<file path="src/design/ppid_pkg.sv">
// Shared types and codes for the profile PID heater controller.
// No dependencies; imported by profile_pid_heater_controller.
package ppid_pkg;

    typedef logic [1:0] action_t;
    typedef logic [1:0] mode_t;
    typedef logic [1:0] cfg_index_t;

    // Input action codes
    localparam action_t ACT_TICK  = 2'd0;
    localparam action_t ACT_SET   = 2'd1;
    localparam action_t ACT_WRITE = 2'd2;

    // Work mode codes
    localparam mode_t WM_MANUAL  = 2'd0;
    localparam mode_t WM_PROFILE = 2'd1;
    localparam mode_t WM_OFF     = 2'd2;

    // Configuration register indexes
    localparam cfg_index_t REG_GAIN_P = 2'd0;
    localparam cfg_index_t REG_GAIN_I = 2'd1;
    localparam cfg_index_t REG_GAIN_D = 2'd2;

    // Gain reset values, Q8.8
    localparam logic [15:0] GAIN_P_RESET = 16'd512;
    localparam logic [15:0] GAIN_I_RESET = 16'd13;
    localparam logic [15:0] GAIN_D_RESET = 16'd256;

    // Integral clamp, Q.4 degrees
    localparam logic signed [16:0] INTEG_MAX = 17'sd800;
    localparam logic signed [16:0] INTEG_MIN = -17'sd800;

    // Duty clamp, whole percent in Q.12
    localparam logic signed [35:0] DUTY_MAX_Q12 = 36'sd409600;
    localparam logic [6:0]         DUTY_FULL    = 7'd100;

    // Divide by 100 for values below 10000: floor(x * 10485 / 2^20) is
    // the quotient or one less
    localparam logic signed [16:0] RECIP_100 = 17'sd10485;
    localparam logic signed [16:0] CONST_100 = 17'sd100;
    localparam logic [13:0]        REM_100   = 14'd100;

endpackage

</file>
<file path="src/design/profile_pid_heater_controller.sv">
// Profile PID heater controller: sequencer, profile table and one shared multiplier.
// Depends on ppid_pkg (codes, clamp limits, reciprocal constant).
//
//  channel | signals                                   | direction
//  --------+-------------------------------------------+----------
//  in      | in_valid/in_ready, action .. entry_duration | to block
//  out     | out_valid/out_ready, duty .. step_number  | from block
//  cfg     | cfg_valid/cfg_ready, cfg_index, cfg_data  | to block
//
// A tick walks S_ERR through S_CE to S_FIN in manual or off mode; profile mode adds
// S_PROF for the step count, then S_PROF2 when the step advances.
// One shared 17x17 multiplier does the three PID terms and the compare value divide.
// Sets and writes go to S_FIN; a new item is taken only while the sequencer idles.
// Reset is asynchronous; it loads the default gains and the two default profile steps.
// A stalled result holds in the output register; a finished item waits for the slot.
module profile_pid_heater_controller #(
    parameter int PROFILE_DEPTH = 8,
    parameter int PWM_PERIOD    = 9999
) (
    input  logic                 clk,
    input  logic                 rst_n,
    // item channel
    input  logic                 in_valid,
    output logic                 in_ready,
    input  ppid_pkg::action_t    action,
    input  logic signed [12:0]   measured_temp,
    input  logic [9:0]           new_target,
    input  logic [2:0]           entry_index,
    input  logic [9:0]           entry_temp,
    input  logic [15:0]          entry_duration,
    // result channel
    output logic                 out_valid,
    input  logic                 out_ready,
    output logic [6:0]           duty_percent,
    output logic [13:0]          pwm_compare,
    output logic [9:0]           active_target,
    output ppid_pkg::mode_t      work_mode,
    output logic [3:0]           step_number,
    // configuration channel
    input  logic                 cfg_valid,
    output logic                 cfg_ready,
    input  ppid_pkg::cfg_index_t cfg_index,
    input  logic [15:0]          cfg_data
);
    import ppid_pkg::*;

    // Only the first eight entries can ever be written; later ones stay zero
    localparam int STORED = (PROFILE_DEPTH < 8) ? PROFILE_DEPTH : 8;
    localparam int IW     = $clog2(STORED);
    localparam int SW     = $clog2(PROFILE_DEPTH + 1);
    localparam logic [SW-1:0] DEPTH_S  = SW'(PROFILE_DEPTH);
    localparam logic [SW-1:0] STORED_S = SW'(STORED);
    localparam logic [3:0]    STORED_W = 4'(STORED);
    localparam logic signed [16:0] CMP_Q = 17'(PWM_PERIOD / 100);
    localparam logic signed [16:0] CMP_R = 17'(PWM_PERIOD % 100);

    // Sequencer states
    localparam logic [3:0] S_IDLE  = 4'd0;
    localparam logic [3:0] S_PROF  = 4'd1;
    localparam logic [3:0] S_PROF2 = 4'd2;
    localparam logic [3:0] S_ERR   = 4'd3;
    localparam logic [3:0] S_MP    = 4'd4;
    localparam logic [3:0] S_MI    = 4'd5;
    localparam logic [3:0] S_MD    = 4'd6;
    localparam logic [3:0] S_SUM   = 4'd7;
    localparam logic [3:0] S_DUTY  = 4'd8;
    localparam logic [3:0] S_CA    = 4'd9;
    localparam logic [3:0] S_CB    = 4'd10;
    localparam logic [3:0] S_CC    = 4'd11;
    localparam logic [3:0] S_CD    = 4'd12;
    localparam logic [3:0] S_CE    = 4'd13;
    localparam logic [3:0] S_FIN   = 4'd14;

    // Control and architectural state
    logic [3:0]         state_reg, state_next;
    logic [15:0]        gain_p_reg, gain_i_reg, gain_d_reg;
    logic [9:0]         temps_reg [STORED];
    logic [15:0]        lens_reg  [STORED];
    mode_t              mode_reg;
    logic [SW-1:0]      step_reg;
    logic [15:0]        tick_reg;
    logic [9:0]         target_reg;
    logic signed [10:0] integral_reg;
    logic signed [15:0] last_err_reg;
    logic [6:0]         duty_reg;
    logic [15:0]        cmp_reg;
    logic               out_valid_reg;
    logic [6:0]         out_duty_reg;
    logic [13:0]        out_cmp_reg;
    logic [9:0]         out_target_reg;
    mode_t              out_mode_reg;
    logic [3:0]         out_step_reg;

    // Datapath registers
    logic signed [12:0] meas_reg;
    logic signed [15:0] err_reg;
    logic signed [15:0] diff_reg;
    logic signed [33:0] prod_reg;
    logic signed [35:0] acc_reg;
    logic [16:0]        base_reg;
    logic [13:0]        x_reg;
    logic [6:0]         q_reg;

    logic               in_xfer;
    logic               slot_free;
    logic [9:0]         cur_temp;
    logic [15:0]        cur_len;
    logic [15:0]        tick_inc;
    logic               step_past;
    logic signed [15:0] err_val;
    logic signed [16:0] integ_sum;
    logic signed [16:0] integ_clamp;
    logic signed [16:0] diff_val;
    logic [6:0]         k_val;
    logic signed [16:0] mul_a, mul_b;
    logic signed [33:0] mul_p;
    logic [13:0]        rem_val;
    logic [16:0]        cmp_val;

    assign in_ready  = (state_reg == S_IDLE);
    assign in_xfer   = in_valid && in_ready;
    assign cfg_ready = 1'b1;
    assign slot_free = !out_valid_reg || out_ready;

    // Profile entry at the current step; unstored steps read as zero
    always_comb
    begin
        if (step_reg < STORED_S)
        begin
            cur_temp = temps_reg[step_reg[IW-1:0]];
            cur_len  = lens_reg[step_reg[IW-1:0]];
        end
        else
        begin
            cur_temp = '0;
            cur_len  = '0;
        end
    end

    assign tick_inc  = tick_reg + 16'd1;
    assign step_past = (step_reg >= DEPTH_S);

    // Error, clamped integral and error difference
    assign err_val   = $signed({2'b00, target_reg, 4'b0000})
                     - $signed({{3{meas_reg[12]}}, meas_reg});
    assign integ_sum = $signed({{6{integral_reg[10]}}, integral_reg})
                     + $signed({err_val[15], err_val});
    always_comb
    begin
        priority if (integ_sum > INTEG_MAX)
            integ_clamp = INTEG_MAX;
        else if (integ_sum < INTEG_MIN)
            integ_clamp = INTEG_MIN;
        else
            integ_clamp = integ_sum;
    end
    assign diff_val = $signed({err_val[15], err_val}) - $signed({last_err_reg[15], last_err_reg});

    assign k_val = DUTY_FULL - duty_reg;

    // Shared multiplier operand select
    always_comb
    begin
        mul_a = '0;
        mul_b = '0;
        unique case (state_reg)
            S_MP:
            begin
                mul_a = $signed({1'b0, gain_p_reg});
                mul_b = $signed({err_reg[15], err_reg});
            end
            S_MI:
            begin
                mul_a = $signed({1'b0, gain_i_reg});
                mul_b = $signed({{6{integral_reg[10]}}, integral_reg});
            end
            S_MD:
            begin
                mul_a = $signed({1'b0, gain_d_reg});
                mul_b = $signed({diff_reg[15], diff_reg});
            end
            S_CA:
            begin
                mul_a = $signed({10'b0, k_val});
                mul_b = CMP_Q;
            end
            S_CB:
            begin
                mul_a = $signed({10'b0, k_val});
                mul_b = CMP_R;
            end
            S_CC:
            begin
                mul_a = $signed({3'b000, prod_reg[13:0]});
                mul_b = RECIP_100;
            end
            S_CD:
            begin
                mul_a = $signed({10'b0, prod_reg[26:20]});
                mul_b = CONST_100;
            end
            default:
            begin
                mul_a = '0;
                mul_b = '0;
            end
        endcase
    end
    assign mul_p = mul_a * mul_b;

    // Quotient correction for the compare value
    assign rem_val = x_reg - prod_reg[13:0];
    assign cmp_val = base_reg + {10'b0, q_reg} + ((rem_val >= REM_100) ? 17'd1 : 17'd0);

    // Next state
    always_comb
    begin
        state_next = state_reg;
        unique case (state_reg)
            S_IDLE:
            begin
                if (in_xfer)
                begin
                    if (action == ACT_TICK)
                        state_next = (mode_reg == WM_PROFILE) ? S_PROF : S_ERR;
                    else
                        state_next = S_FIN;
                end
            end
            S_PROF:
            begin
                if (!step_past && (tick_inc >= cur_len))
                    state_next = S_PROF2;
                else
                    state_next = S_ERR;
            end
            S_PROF2: state_next = S_ERR;
            S_ERR:   state_next = S_MP;
            S_MP:    state_next = S_MI;
            S_MI:    state_next = S_MD;
            S_MD:    state_next = S_SUM;
            S_SUM:   state_next = S_DUTY;
            S_DUTY:  state_next = S_CA;
            S_CA:    state_next = S_CB;
            S_CB:    state_next = S_CC;
            S_CC:    state_next = S_CD;
            S_CD:    state_next = S_CE;
            S_CE:    state_next = S_FIN;
            S_FIN:
            begin
                if (slot_free)
                    state_next = S_IDLE;
            end
            default: state_next = S_IDLE;
        endcase
    end

    // Control state, profile table, gains and result register
    always_ff @(posedge clk or negedge rst_n)
    begin
        if (!rst_n)
        begin
            state_reg     <= S_IDLE;
            gain_p_reg    <= GAIN_P_RESET;
            gain_i_reg    <= GAIN_I_RESET;
            gain_d_reg    <= GAIN_D_RESET;
            for (int i = 0; i < STORED; i++)
            begin
                temps_reg[i] <= (i == 0) ? 10'd40 : ((i == 1) ? 10'd60 : 10'd0);
                lens_reg[i]  <= (i == 0) ? 16'd30 : ((i == 1) ? 16'd60 : 16'd0);
            end
            mode_reg      <= WM_PROFILE;
            step_reg      <= '0;
            tick_reg      <= '0;
            target_reg    <= '0;
            integral_reg  <= '0;
            last_err_reg  <= '0;
            duty_reg      <= '0;
            cmp_reg       <= 16'(PWM_PERIOD);
            out_valid_reg <= 1'b0;
        end
        else
        begin
            state_reg <= state_next;

            // Take configuration writes; unknown indexes drop
            if (cfg_valid && cfg_ready)
            begin
                unique case (cfg_index)
                    REG_GAIN_P: gain_p_reg <= cfg_data;
                    REG_GAIN_I: gain_i_reg <= cfg_data;
                    REG_GAIN_D: gain_d_reg <= cfg_data;
                    default:    ;
                endcase
            end

            // Apply set and write actions at the transfer
            if (in_xfer)
            begin
                if (action == ACT_SET)
                begin
                    target_reg <= new_target;
                    mode_reg   <= WM_MANUAL;
                end
                else if (action == ACT_WRITE)
                begin
                    if ({1'b0, entry_index} < STORED_W)
                    begin
                        temps_reg[entry_index[IW-1:0]] <= entry_temp;
                        lens_reg[entry_index[IW-1:0]]  <= entry_duration;
                    end
                end
            end

            unique case (state_reg)
                // Count the tick and advance the step when its length is reached
                S_PROF:
                begin
                    if (step_past)
                    begin
                        target_reg <= '0;
                        mode_reg   <= WM_OFF;
                    end
                    else if (tick_inc >= cur_len)
                    begin
                        target_reg   <= cur_temp;
                        step_reg     <= step_reg + SW'(1);
                        tick_reg     <= '0;
                        integral_reg <= '0;
                        last_err_reg <= '0;
                    end
                    else
                    begin
                        target_reg <= cur_temp;
                        tick_reg   <= tick_inc;
                    end
                end
                // End the profile on a zero entry or past the table
                S_PROF2:
                begin
                    if (step_past || (cur_temp == 10'd0))
                    begin
                        target_reg <= '0;
                        mode_reg   <= WM_OFF;
                    end
                end
                S_ERR:
                begin
                    integral_reg <= 11'(integ_clamp);
                    last_err_reg <= err_val;
                end
                // Clamp the term sum to whole percent
                S_DUTY:
                begin
                    priority if (acc_reg >= DUTY_MAX_Q12)
                        duty_reg <= DUTY_FULL;
                    else if (acc_reg <= 36'sd0)
                        duty_reg <= '0;
                    else
                        duty_reg <= acc_reg[18:12];
                end
                S_CE: cmp_reg <= 16'(cmp_val);
                default: ;
            endcase

            // Load the result slot, or drain it
            if ((state_reg == S_FIN) && slot_free)
                out_valid_reg <= 1'b1;
            else if (out_ready)
                out_valid_reg <= 1'b0;
        end
    end

    // Datapath registers, no reset needed
    always_ff @(posedge clk)
    begin
        if (in_xfer)
            meas_reg <= measured_temp;
        if (state_reg == S_ERR)
        begin
            err_reg  <= err_val;
            diff_reg <= 16'(diff_val);
        end
        prod_reg <= mul_p;
        unique case (state_reg)
            S_MI:  acc_reg <= $signed({{2{prod_reg[33]}}, prod_reg});
            S_MD:  acc_reg <= acc_reg + $signed({{2{prod_reg[33]}}, prod_reg});
            S_SUM: acc_reg <= acc_reg + $signed({{2{prod_reg[33]}}, prod_reg});
            S_CB:  base_reg <= prod_reg[16:0];
            S_CC:  x_reg    <= prod_reg[13:0];
            S_CD:  q_reg    <= prod_reg[26:20];
            default: ;
        endcase
        if ((state_reg == S_FIN) && slot_free)
        begin
            out_duty_reg   <= duty_reg;
            out_cmp_reg    <= cmp_reg[13:0];
            out_target_reg <= target_reg;
            out_mode_reg   <= mode_reg;
            out_step_reg   <= 4'(step_reg);
        end
    end

    assign out_valid     = out_valid_reg;
    assign duty_percent  = out_duty_reg;
    assign pwm_compare   = out_cmp_reg;
    assign active_target = out_target_reg;
    assign work_mode     = out_mode_reg;
    assign step_number   = out_step_reg;

    // Duty never leaves its clamp range
    a_duty_range: assert property (@(posedge clk) disable iff (!rst_n)
        duty_reg <= DUTY_FULL)
        else $error("duty above full scale");

    // Integral stays inside the anti-windup clamp
    a_integ_range: assert property (@(posedge clk) disable iff (!rst_n)
        (integral_reg <= 11'sd800) && (integral_reg >= -11'sd800))
        else $error("integral outside clamp");

    // Step index never runs beyond the table end
    a_step_range: assert property (@(posedge clk) disable iff (!rst_n)
        step_reg <= DEPTH_S)
        else $error("step index past table");

    // An accepted tick always walks the PID sequence before its result
    a_tick_busy: assert property (@(posedge clk) disable iff (!rst_n)
        (in_xfer && (action == ACT_TICK)) |=> ((state_reg == S_PROF) || (state_reg == S_ERR)))
        else $error("tick did not start the PID sequence");

    // The result slot loads only when it is free
    a_slot_load: assert property (@(posedge clk) disable iff (!rst_n)
        ((state_reg == S_FIN) && out_valid_reg && !out_ready) |=> (state_reg == S_FIN))
        else $error("finished item left while the result slot was full");

endmodule

</file>
<file path="config.mk">
export PLATFORM = sky130hd
export DESIGN_NAME = profile_pid_heater_controller
export DESIGN_NICKNAME = d
export VERILOG_FILES = /design/src/design/ppid_pkg.sv /design/src/design/profile_pid_heater_controller.sv
export SDC_FILE = /design/constraint.sdc
export NUM_CORES = 2
export LEC_CHECK = 0
export BUFFER_PORTS_ARGS = -buffer_cell sky130_fd_sc_hd__buf_2
export CAP_MARGIN = 0
export CELL_PAD_IN_SITES_DETAIL_PLACEMENT = 1
export CELL_PAD_IN_SITES_GLOBAL_PLACEMENT = 1
export CORE_MARGIN = 4
export CORE_UTILIZATION = 40
export CTS_BUF_LIST = sky130_fd_sc_hd__clkbuf_16
export DETAILED_ROUTE_END_ITERATION = 8
export PLACE_DENSITY_LB_ADDON = 0.1
export SYNTH_ARGS = -nofsm -noshare
export SYNTH_HDL_FRONTEND = slang
export SYNTH_SLANG_ARGS = --single-unit
</file>
<file path="constraint.sdc">
create_clock -name clk -period 7.8 [get_ports clk]
set_input_delay 1.56 -clock clk [delete_from_list [all_inputs] [get_ports clk]]
set_output_delay 1.56 -clock clk [all_outputs]
set_load 0.02 [all_outputs]
</file>
== Word-level counts from Yosys, hierarchy flattened ==
Cells that the tools add are included.

* Output and inout bits: 40
* Register bits: 528
* Word-level logic and storage cells: 163

* Reductions and logical operators: 25
* $mul: 1
* Bitwise operators: 4
* Multiplexer cells: 47
* Magnitude comparators: 11
* Add/subtract/negate cells: 10
* Eq/ne operators: 23

{| class="wikitable"
|+ Operator list
! cell !! number
|-
| bitwise mux 128 bit || 1
|-
| two-way mux 16 bit || 7
|-
| case mux 17 bit (6 select lines) || 1
|-
| case mux 16 bit (6 select lines) || 1
|-
| bitwise mux 80 bit || 1
|-
| two-way mux 10 bit || 8
|-
| case mux 36 bit (2 select lines) || 1
|-
| case mux 4 bit (15 select lines) || 1
|-
| binary-select mux 16 bit (select 3 bit) || 1
|-
| demux 16 bit (select 3 bit) || 1
|-
| two-way mux 11 bit || 4
|-
| adder 36 x 34 -> 36 bit || 1
|-
| greater-or-equal comparator 36 x 20 -> 1 bit (second input constant) || 1
|-
| less-or-equal comparator 36 x 1 -> 1 bit (second input constant) || 1
|-
| multiplier 17 x 17 -> 34 bit || 1
|-
| case mux 16 bit (2 select lines) || 1
|-
| binary-select mux 10 bit (select 3 bit) || 1
|-
| demux 10 bit (select 3 bit) || 1
|-
| == test 4 bit (second input constant) || 7
|-
| case mux 11 bit (2 select lines) || 1
|-
| case mux 10 bit (2 select lines) || 1
|-
| adder 11 x 16 -> 17 bit || 1
|-
| greater-than comparator 17 x 11 -> 1 bit (second input constant) || 1
|-
| < comparator 17 x 11 -> 1 bit (second input constant) || 1
|-
| 37 further kinds || 75
|}

== Depth between registers and ports, before layout ==
* Depth after elaboration: 9
* Depth in mapped cells: 33
* Mapped depth without buffers: 31

== Least setup slack after synthesis ==
Ideal clock, no wire load.

* Path type: register to register
* From: register state_reg[3]
* To: register prod_reg[32]
* Setup time: 118 ps
* Period minus slack after synthesis: 7656 ps
* Buffers on the path: 3
* Data arrival time: 7538 ps
* Setup slack: 144 ps
* Cell stages (with the launch flop): 31
* Required time: 7682 ps
* Path through: dfrtp_1 clkbuf_1 nand2b_1 clkbuf_1 nor2_1 and2_1 clkbuf_1 or2_2 a221oi_1 nor2_1 fa_1 inv_1 fa_1 inv_1 fa_1 fa_1 fa_1 inv_1 fa_1 inv_1 ha_1 and4_1 nand2_1 a21oi_1 nand2_1 o211a_1 nor3_1 a41oi_1 a211oi_1 nor2_1 xnor2_1

* Longest elaborated chain between the ends: 4
* Elaborated cells between the ends (all ways): 11
* Those cells by class: 1 x mul; 7 x eq/ne; 2 x mux; 1 x reduce/logical

{| class="wikitable"
|+ RTL lines
! element !! RTL line !! text
|-
| from (decl) || profile_pid_heater_controller.sv:75 || <nowiki>logic [3:0] state_reg, state_next;</nowiki>
|-
| from (signal assigned) || profile_pid_heater_controller.sv:284 || <nowiki>state_reg <= state_next;</nowiki>
|-
| == test 4 bit || profile_pid_heater_controller.sv:166 || <nowiki>unique case (state_reg)</nowiki>
|-
| OR reduction 2 bit (no source line) || n/a ||
|-
| case mux 16 bit (6 select lines) / case mux 17 bit (6 select lines) (equally long branches) || profile_pid_heater_controller.sv:166 ||
|-
| multiplier 17 x 17 -> 34 bit * || profile_pid_heater_controller.sv:209 || <nowiki>assign mul_p = mul_a * mul_b;</nowiki>
|-
| via mul_p[32] || profile_pid_heater_controller.sv:116 || <nowiki>logic signed [33:0] mul_p;</nowiki>
|-
| to (signal assigned) || profile_pid_heater_controller.sv:384 || <nowiki>prod_reg <= mul_p;</nowiki>
|-
| to (decl) || profile_pid_heater_controller.sv:98 || <nowiki>logic signed [33:0] prod_reg;</nowiki>
|}

Mark *: on every way through the listed nets, which the timed path passes. The rest lies on a longest branch.
A chain may end at the register's enable or synchronous reset.

== Worst setup path in the final report ==
* From: register state_reg[3]
* To: register prod_reg[28]

Same word-level chain as after synthesis.

==> results.ini <==
[drt]
postRouteAntennaNets = 0
routed_via_density = 5.414
initialDrtViolationCount = 1214
num_vias = 25280
wl_per_cell_um = 23.17
first_pass_iters = 6
drc_errors = 0
wl_mm = 108.2

[timing]
fin_crit_sh = 0.9599
skew_ps = 58.51
setup_viol = 0
relSlewSlack = 0.1463
fin_crit_ps = 7487
setup_tns_ps = 0
tightest_slew_ps = 1281
worst_hold_slack_ps = 448.2
hold_viol = 0
slew_viol_final = 0
max_freq_ghz = 0.1336

[status]
status = finished clean

[cts]
holdBufCountCts = 0
cts_buffers = 59
clock_latency_ps = 640
path_clk_slew_ps = 60
root_buffer = clkbuf_16
clk_path_buf_depth = 3
cts_tree = built
cts.sinks = 528
htree_levels = 2

[worst_setup_path]
crit_path_start = state_reg[3]
path_class = reg2reg
cp_data_required_time_ps = 8320
slowest_stage = fa_1
crit_path_start_kind = flop
crit-reg2reg-launch = state_reg[3]
cp.buffers_inverters = 8
reg2reg_setup_slack_ps = 310
crit_family = adder cells
crit_fanout = 9
critPathCaptureType = flop
arrival_ps = 8010
slowest_delay_ps = 560
worst_path_most_repeated_cell = fa_1

[die]
die_h_um = 306.3
initial_core_util = 0.4028
coreArea_sq_um = 88370
num_rows = 109
ioPinCount = 117
die_w_um = 306.3
die_area_sq_um = 93830

[global_route]
grt_max_degree = 186
grt_pass1_wl_mm = 167.6
grt_usage = 0.2299
antenna_found_initial = 10
grt_overflow = 0
grt_pass1_vias = 28220

[place]
place_congestion = 0.8971
portBuffers = 115
place_area_sq_um = 38480
hpwl_mm = 82.08

[synth]
synthCells = 3239
syn_avg_cell_area_sq_um = 10.99
syn_area_sq_um = 35600
synth-edff-count = 153
netlist.area_leader.share = 0.2200
synth_seq_cells = 528
yosysTopAreaCell = dfrtp_1
ys.flop_type = dfrtp_1
synth_nets = 3774
yosys.cell_types.count = 92
synth_common_cells = inv_1, dfrtp_1, nand2_1
yosysSeqAreaShare = 0.3889
synth_area_leaders = dfrtp_1, edfxtp_1, fa_1
ys_warn_count = 0
yosys.cell_count.top_type = inv_1
synth-async-reset-ratio = 0.6458

[hold_path]
hp-start = cmp_reg[11]
hold_class = reg2reg

[final_layout]
final_area_sq_um = 40640
layout.nets = 3988
drive_gt1_frac = 0.2229
largest_reg_flops = 128
synthToLayoutAreaGrowth_pct = 14.16

[pwr]
fin_total_pwr_mw = 13.90
ir_drop_mv = 0.2020
power-per-cell-area_nw_per_um2 = 342.0
power.leakage_nw = 18.85

[flow_run]
cap_violations = 0

layout make-up:
| cell class | count | area, sq um |
|---|---|---|
| fillers | 9569 | 47740 |
| inverters | 381 | 1434 |
| diodes | 1 | 2.502 |
| clock inverters | 50 | 331.6 |
| clock buffers | 62 | 1551 |
| multi-input cells | 2218 | 20100 |
| repair buffers | 265 | 1911 |
| flip-flops and latches | 528 | 13850 |
| well taps | 1165 | 1458 |
worst register-to-register path, delay by kind of cell (launching register included):
kind	cells	cell delay, ps
adder cells (fa/ha/maj)	7	3420
flip-flops	1	420
AO/OA/AOI/OAI	6	1170
buffers and inverters	8	1000
AND/OR/NAND/NOR	9	1360
per-layer routing:
layer	part of all wire	vias up	global-route usage
li1	-	11620	-
met1	0.43	13090	0.2946
met2	0.51	396	0.4113
met3	0.035	164	0.03005
met4	0.029	10	0.05963
met5	0.00055	-	0
timing repair:
item,4_1_cts,5_1_grt
setup buffers,0,12
cloned,0,1
endpoints found under the setup margin,3,10
pin swaps,0,11
gates resized for setup,2,46
worst paths after layout:
kind	to	cells past startpoint
min	pwm_compare[11]	0
min reg2reg	pwm_compare[11]	0
max	prod_reg[28]	30
min in group asynchronous	lens_reg[61]	1
max reg2reg	prod_reg[28]	30
max in group asynchronous	last_err_reg[15]	2
where the power goes:
part,internal (mW),leakage (nW),total (mW),switching (mW)
sequential,3.59,6.17,4.08,0.497
combinational,2.86,11.7,7.12,4.26
clock,1.51,0.984,2.69,1.19
total,7.95,18.9,13.9,5.95
cell usage in the layout (no fill, tap or decap), types with 31 or more instances in the layout:
master,n
fa_1,215
nor2_1,250
buf_2,114
clkbuf_16,63
buf_4,131
nand3_1,31
a21oi_1,91
a21o_1,39
dfrtp_1,310
mux2_2,259
mux2i_1,40
o21ai_0,129
edfxtp_1,153
xor2_1,50
mux4_2,52
dfxtp_1,34
nand2_1,279
inv_1,394
xnor2_1,72
ha_1,242
metrics by stage:
stage | worst slack (ps) | util | instances
after floorplan | 144.0 | - | 3239
after global placement | -77.20 | 0.4354 | 4544
after detailed placement | -131.8 | 0.4354 | 4544
after CTS | 1.558 | 0.4568 | 4656
after global routing | -19.40 | 0.4598 | 4669
final | 312.6 | 0.4598 | 4670
cells by family (layout without fill, tap and decap cells):
kind of cell,Yosys count,in the layout,share of synthesized area
buffers and inverters,493,758,0.05265
AO/OA/AOI/OAI,503,503,0.09536
multiplexers,351,351,0.1261
flip-flops,528,528,0.3889
XOR/XNOR,123,123,0.03069
AND/OR/NAND/NOR,782,782,0.09989
adder cells (fa/ha/maj),458,458,0.2063
other,1,2,0.0001053
Note: power is estimated with default switching activity, not from simulation.
